**config.mk**
```make
export PLATFORM = sky130hd
export DESIGN_NAME = rusi_sqrt_pipe
export DESIGN_NICKNAME = d
export VERILOG_FILES = /design/src/rtl/rusi_pkg.sv /design/src/rtl/rusi_sqrt_pipe.sv
export SDC_FILE = /design/constraint.sdc
export NUM_CORES = 2
export LEC_CHECK = 0
export BUFFER_PORTS_ARGS = -buffer_cell sky130_fd_sc_hd__buf_4
export CAP_MARGIN = 20
export CORE_MARGIN = 2
export CORE_UTILIZATION = 39
export CTS_CLUSTER_SIZE = 14
export DETAILED_ROUTE_END_ITERATION = 8
export HOLD_SLACK_MARGIN = 0.03
export PLACE_DENSITY_LB_ADDON = 0.1
export SLEW_MARGIN = 20
export SYNTH_ARGS = -nofsm -noshare
export SYNTH_HDL_FRONTEND = slang
export SYNTH_MEMORY_MAX_BITS = 65536
export SYNTH_SLANG_ARGS = --single-unit
export TNS_END_PERCENT = 1
```
**constraint.sdc**
```tcl
create_clock -name clk -period 7.87 [get_ports clk]
set_input_delay 0.3935 -clock clk [delete_from_list [all_inputs] [get_ports clk]]
set_output_delay 0.3935 -clock clk [all_outputs]
set_load 0.02 [all_outputs]
```
**src/rtl/rusi_pkg.sv**
```systemverilog
// shared constants of the unit-sphere ray intersection block
// depends on nothing; used by the interfaces, the root pipeline and the top level
package rusi_pkg;

	// widths of the fixed word fields
	localparam int COORD_W = 32;
	localparam int DIST_W = 31;

	// default number of fraction bits of the fixed-point format
	localparam int FRAC_BITS_DEF = 16;

	// direction magnitudes are scaled so the largest lies in [2^(NORM_W-1), 2^NORM_W)
	localparam int NORM_W = 30;

	// integer square root: radicand and root widths
	localparam int RAD_W = 64;
	localparam int ROOT_W = 32;

endpackage

```
**src/rtl/rusi_sqrt_pipe.sv**
```systemverilog
// pipelined integer square root, one root bit per stage, with side data alongside
// depends on rusi_pkg for radicand and root widths
module rusi_sqrt_pipe #(
	parameter int SIDE_W = 1
) (
	input  logic                         clk,
	input  logic                         arst_n,
	input  logic                         en,
	input  logic                         in_valid,
	input  logic [rusi_pkg::RAD_W-1:0]   in_rad,
	input  logic [SIDE_W-1:0]            in_side,
	output logic                         out_valid,
	output logic [rusi_pkg::ROOT_W-1:0]  out_root,
	output logic [SIDE_W-1:0]            out_side
);
	localparam int RAD_W = rusi_pkg::RAD_W;
	localparam int ROOT_W = rusi_pkg::ROOT_W;
	localparam int STEPS = ROOT_W;
	localparam int REM_W = ROOT_W + 4;

	logic              vld_s  [STEPS];
	logic [RAD_W-1:0]  rad_s  [STEPS];
	logic [REM_W-1:0]  rem_s  [STEPS];
	logic [ROOT_W-1:0] root_s [STEPS];
	logic [SIDE_W-1:0] side_s [STEPS];

	for (genvar k = 0; k < STEPS; k++) begin : g_step
		logic              cur_vld;
		logic [RAD_W-1:0]  cur_rad;
		logic [REM_W-1:0]  cur_rem;
		logic [ROOT_W-1:0] cur_root;
		logic [SIDE_W-1:0] cur_side;
		logic [REM_W-1:0]  rem_sh;
		logic [REM_W-1:0]  trial;
		logic              ge;

		if (k == 0) begin : g_first
			assign cur_vld = in_valid;
			assign cur_rad = in_rad;
			assign cur_rem = '0;
			assign cur_root = '0;
			assign cur_side = in_side;
		end else begin : g_next
			assign cur_vld = vld_s[k-1];
			assign cur_rad = rad_s[k-1];
			assign cur_rem = rem_s[k-1];
			assign cur_root = root_s[k-1];
			assign cur_side = side_s[k-1];
		end

		// bring down the next two radicand bits and try the next root bit
		always_comb begin
			rem_sh = {cur_rem[REM_W-3:0], cur_rad[RAD_W-1 -: 2]};
			trial = {2'b00, cur_root, 2'b01};
			ge = rem_sh >= trial;
		end

		always_ff @(posedge clk or negedge arst_n) begin
			if (!arst_n) begin
				vld_s[k] <= 1'b0;
			end else if (en) begin
				vld_s[k] <= cur_vld;
			end
		end

		always_ff @(posedge clk) begin
			if (en) begin
				rad_s[k] <= cur_rad << 2;
				rem_s[k] <= ge ? rem_sh - trial : rem_sh;
				root_s[k] <= {cur_root[ROOT_W-2:0], ge};
				side_s[k] <= cur_side;
			end
		end
	end

	assign out_valid = vld_s[STEPS-1];
	assign out_root = root_s[STEPS-1];
	assign out_side = side_s[STEPS-1];

endmodule

```
* Word level (Yosys, flattened, before mapping) *
Memories as Yosys holds them, arrays and structs flattened.
Cells that the tools add are included.

storage, ports and cells
  output and inout bits = 34
  bits in writable memories = 4192
  memories kept = 4
  logic and storage cells = 134
  register bits = 32
  input port bits = 69

memories
  memory  depth  bits a word  read ports  clocked after Yosys merged registers in  wr ports  line                  source
  rad_s   32     62           31          0                                        32        rusi_sqrt_pipe.sv:22  logic [RAD_W-1:0] rad_s [STEPS];
  rem_s   32     36           31          0                                        32        rusi_sqrt_pipe.sv:23  logic [REM_W-1:0] rem_s [STEPS];
  root_s  32     32           32          0                                        32        rusi_sqrt_pipe.sv:24  logic [ROOT_W-1:0] root_s [STEPS];
  side_s  32     1            32          0                                        32        rusi_sqrt_pipe.sv:25  logic [SIDE_W-1:0] side_s [STEPS];

cells by class
  magnitude comparators = 32
  mux-type cells = 34
  add/sub/neg operators = 32

operators by type and width
  cell                 count
  $mux 36              32
  $ge 36x34->1         31
  $sub 36x34->36       31
  $sub 2x1->3 const B  1
  $ge 2x1->1 const B   1
  $mux 1               2

* Depth between registers and ports, before layout *
An unclocked memory read counts as a cell.

  word-level depth = 3
  gate-level depth with buffers = 14
  gate-level depth less buffers = 12

* Worst setup path after synthesis *
OpenSTA, ideal clock, no wires.

  kind = flip-flop to flip-flop
  start point = memory rem_s[15][20] (netlist name)
  end point = memory rem_s[16][27] (netlist name) (data pin)
  period minus slack after synthesis = 3.468 ns
  cell stages (with the launch flop) = 11
  buffers on the path = 2
  data required time = 7.599 ns
  arrival time = 3.197 ns
  setup slack = 4.402 ns
  library setup time = 0.271 ns
  cell sequence = edfxtp_1 or4_4 or4_4 or4_1 or4_1 a311oi_2 buf_4 or3_1 buf_4 nor4_1 xor2_1

RTL lines
  item         line
  from (decl)  rusi_sqrt_pipe.sv:23

==> results.txt <==
CP startpoint = rem_s[17][0]
DP Area = 0.126 mm^2
Rows = 203
Post-layout worst setup margin = 3810 ps
Gr usage total = 16.1%
Final Util = 44.6%
Status = completed
MaxCap Viol Count = 0
CTS tree = built
Vias in the first global route = 71100
Grt ovf = 0
Fin crit share = 51.6%
Synth unique cells = 96
Yosys synthesis warning count = 0
Async SR Flop Fraction = 1.24%
Largest net degree at the start of global routing = 169
Most frequent cells in the layout = 2555 x edfxtp_1, 712 x inv_1, 709 x nand2_1
Share of layout cells above drive strength 1 = 7.79%
Die Width = 559 um
DRT antenna net count = 0
Die Height = 559 um
Adder-cell share of the synthesized area = 5.85%
Combinational fraction of design power = 19.8%
Largest family of logic cells by synthesized area = simple AND/OR/NAND/NOR gates
Floorplan core area = 0.306 mm^2
RSZ-0062 raised after global routing = no
Count of buffers from port buffering = 102
Syn Inst Count = 9312
Compound-Gate Fraction of Synth Area = 9.78%
H-Tree Depth = 5
Sequential-to-total area share from yosys stat = 64.5%
Worst relative slew slack = 25.0%
Slew @ Worst Pin = 1110 ps
Leakage power = 51.5 nW
Sink Count = 2587
Skew-Pair Late Insertion Delay = 890 ps
PD cells = 294 mW/mm^2
Worst r2r path cells = 10
Post-Synth XOR/XNOR Area = 6.23%
Post-CTS setup buffer count = 0
NumNets Final = 10300
Setup TNS = 0 ps
Internal Power = 28.7 mW
CP endpoint = rem_s[18][22]
CTS Buf Count = 299
Maximum clock frequency = 246 MHz
Clock Power Share = 33.8%
CP startpoint kind = register
Setup Viol. Count Final = 0
First-pass DRT Iterations = 6
Starting Density = 39.3%
Clk slew on worst S/H paths = 50 ps
Cell area after synthesis = 0.120 mm^2
Sequential share of power = 46.4%
Reg2reg end = rem_s[18][22]
Root buf cell = clkbuf_16
Via count = 71800
Most common cell after layout, fill and taps aside = edfxtp_1
CTS resizes = 0
WL final = 259 mm
Die area = 0.313 mm^2
CP Class = register to register
Vias per cell = 5.13
Synthesized area per cell = 12.9 um^2
Final instance area = 0.137 mm^2
DR DRC count = 0
Top FF cell, synth = edfxtp_1
Reg-to-reg startpoint = rem_s[17][0]
Hold Path Class = input port to register
WP data arrival = 4740 ps
WL/cell = 18.5 um
Critical path peak fanout = 5
Sw frac = 28.5%
VDD IR max = 0.166 mV
Io pins = 103
Hold Buf Count CTS = 71
#FFs+latches synth = 2587
Setup crit end kind = register
Data required time of the critical path = 8550 ps
First-pass GRT wire length = 404 mm
Total power = 40.1 mW
Minimum setup slack among reg-to-reg paths = 3810 ps
Number of synthesized flops with an enable pin = 2555
Routability congestion estimate = 0.874
Place WS = 3690 ps
Syn nets = 9943
Clk buf depth = 4
Final Hold Fails = 0
DP Wirelength = 184 mm
DRT iter0 DRCs = 5118
Post-synthesis mux area share = 0.882%
Fin crit period = 4060 ps
Layout area overhead = 13.5%
Post-synthesis simple-gate area fraction = 9.96%
Antenna violations before repair = 3
P_sw = 11.4 mW
Slew Limit Fails = 0
Worst Skew = 40.8 ps
==> cells in the mapped netlist (67+ instances only) <==
| cell type | number | share of area [%] |
|---|---|---|
| a21oi_1 | 522 | 2.2 |
| ha_1 | 562 | 5.8 |
| or3_1 | 90 | 0.47 |
| nor3_1 | 226 | 0.94 |
| o31ai_1 | 67 | 0.42 |
| xor2_1 | 464 | 3.4 |
| nand2_1 | 709 | 2.2 |
| nor2b_1 | 74 | 0.39 |
| o21ai_0 | 555 | 2.3 |
| nand4_1 | 96 | 0.50 |
| mux2_2 | 87 | 0.81 |
| o21a_1 | 111 | 0.69 |
| nor2_1 | 522 | 1.6 |
| nor4_1 | 146 | 0.76 |
| or4_1 | 71 | 0.44 |
| a21o_1 | 233 | 1.5 |
| clkbuf_1 | 164 | 0.51 |
| nand2b_1 | 90 | 0.47 |
| nand3_1 | 125 | 0.52 |
| inv_1 | 712 | 2.2 |
| edfxtp_1 | 2555 | 64 |
| xnor2_1 | 391 | 2.8 |
==> cell families (layout without fill, tap and decap cells) <==
logic type / after synthesis / count (layout)
xor+xnor: 855 / 855
compound gates: 1898 / 1898
buf+inv: 899 / 1474
other cells: 1 / 3
mux: 95 / 95
flops: 2587 / 2587
fa+ha+maj: 562 / 562
simple gates: 2415 / 2415
==> routing by layer <==
layer  GRT usage, %  part of all wire (%)
met2           27.9                    49
met3           1.88                   3.5
met1           21.0                    44
met4           5.25                   3.1
met5              0                     0
==> power by group through the flow <==
stage / Combinational [mW] / Clock, mW / Sequential, mW
global route: 8.91 / 14.6 / 18.8
finish: 7.95 / 13.6 / 18.6
detailed placement: 7.92 / 0 / 18.9
CTS: 8.02 / 14.1 / 18.7
floorplan: 5.79 / 0 / 18.3
global placement: 7.88 / 0 / 18.9
==> sequential cells by signal, indices dropped and copies added (netlist names) <==
signal and flops:
out_valid 1, rem_s 1003, g_step.cur_vld 31, side_s 32, root_s 528, rad_s 992
==> worst max-delay path: stages, from the launching register on <==
cell,delay [ps]
edfxtp_1,420
ha_1,370
nor2b_1,170
o211ai_1,160
a21boi_0,160
o41ai_1,790
o21ai_0,300
a21boi_0,640
o2111ai_1,330
nor3_1,250
xor2_1,290
==> stage by stage <==
| stage | hold slack, ps | cells |
|---|---|---|
| floorplan | 97.9 | 9312 |
| global placement | 347 | 13400 |
| detailed placement | 351 | 13400 |
| CTS | 116 | 14000 |
| global route | 156 | 14000 |
| finish | 220 | 14000 |
==> layout make-up <==
class	instances	area, um^2
inverters	715	2690
clock buffers	364	7910
multi-input cells	5826	39500
clock inverters	167	1680
fillers	27900	170000
diodes	2	5.00
flip-flops and latches	2587	77500
well taps	4100	5130
repair buffers	228	2090
==> how the worst min path moves through the flow <==
stage | slack (ps) | end | startpoint | cells after the start
final | 220 | rad_s[0][38] | in_rad[38] | 2
after global routing | 160 | rad_s[0][37] | in_rad[37] | 2
after CTS | 120 | rad_s[0][38] | in_rad[38] | 2
after detailed placement | 350 | out_valid | arst_n | 1
after global placement | 350 | g_step[1].cur_vld | arst_n | 1
after floorplan | 100 | g_step[10].cur_vld | arst_n | 0
(Power assumes the default switching activity.)
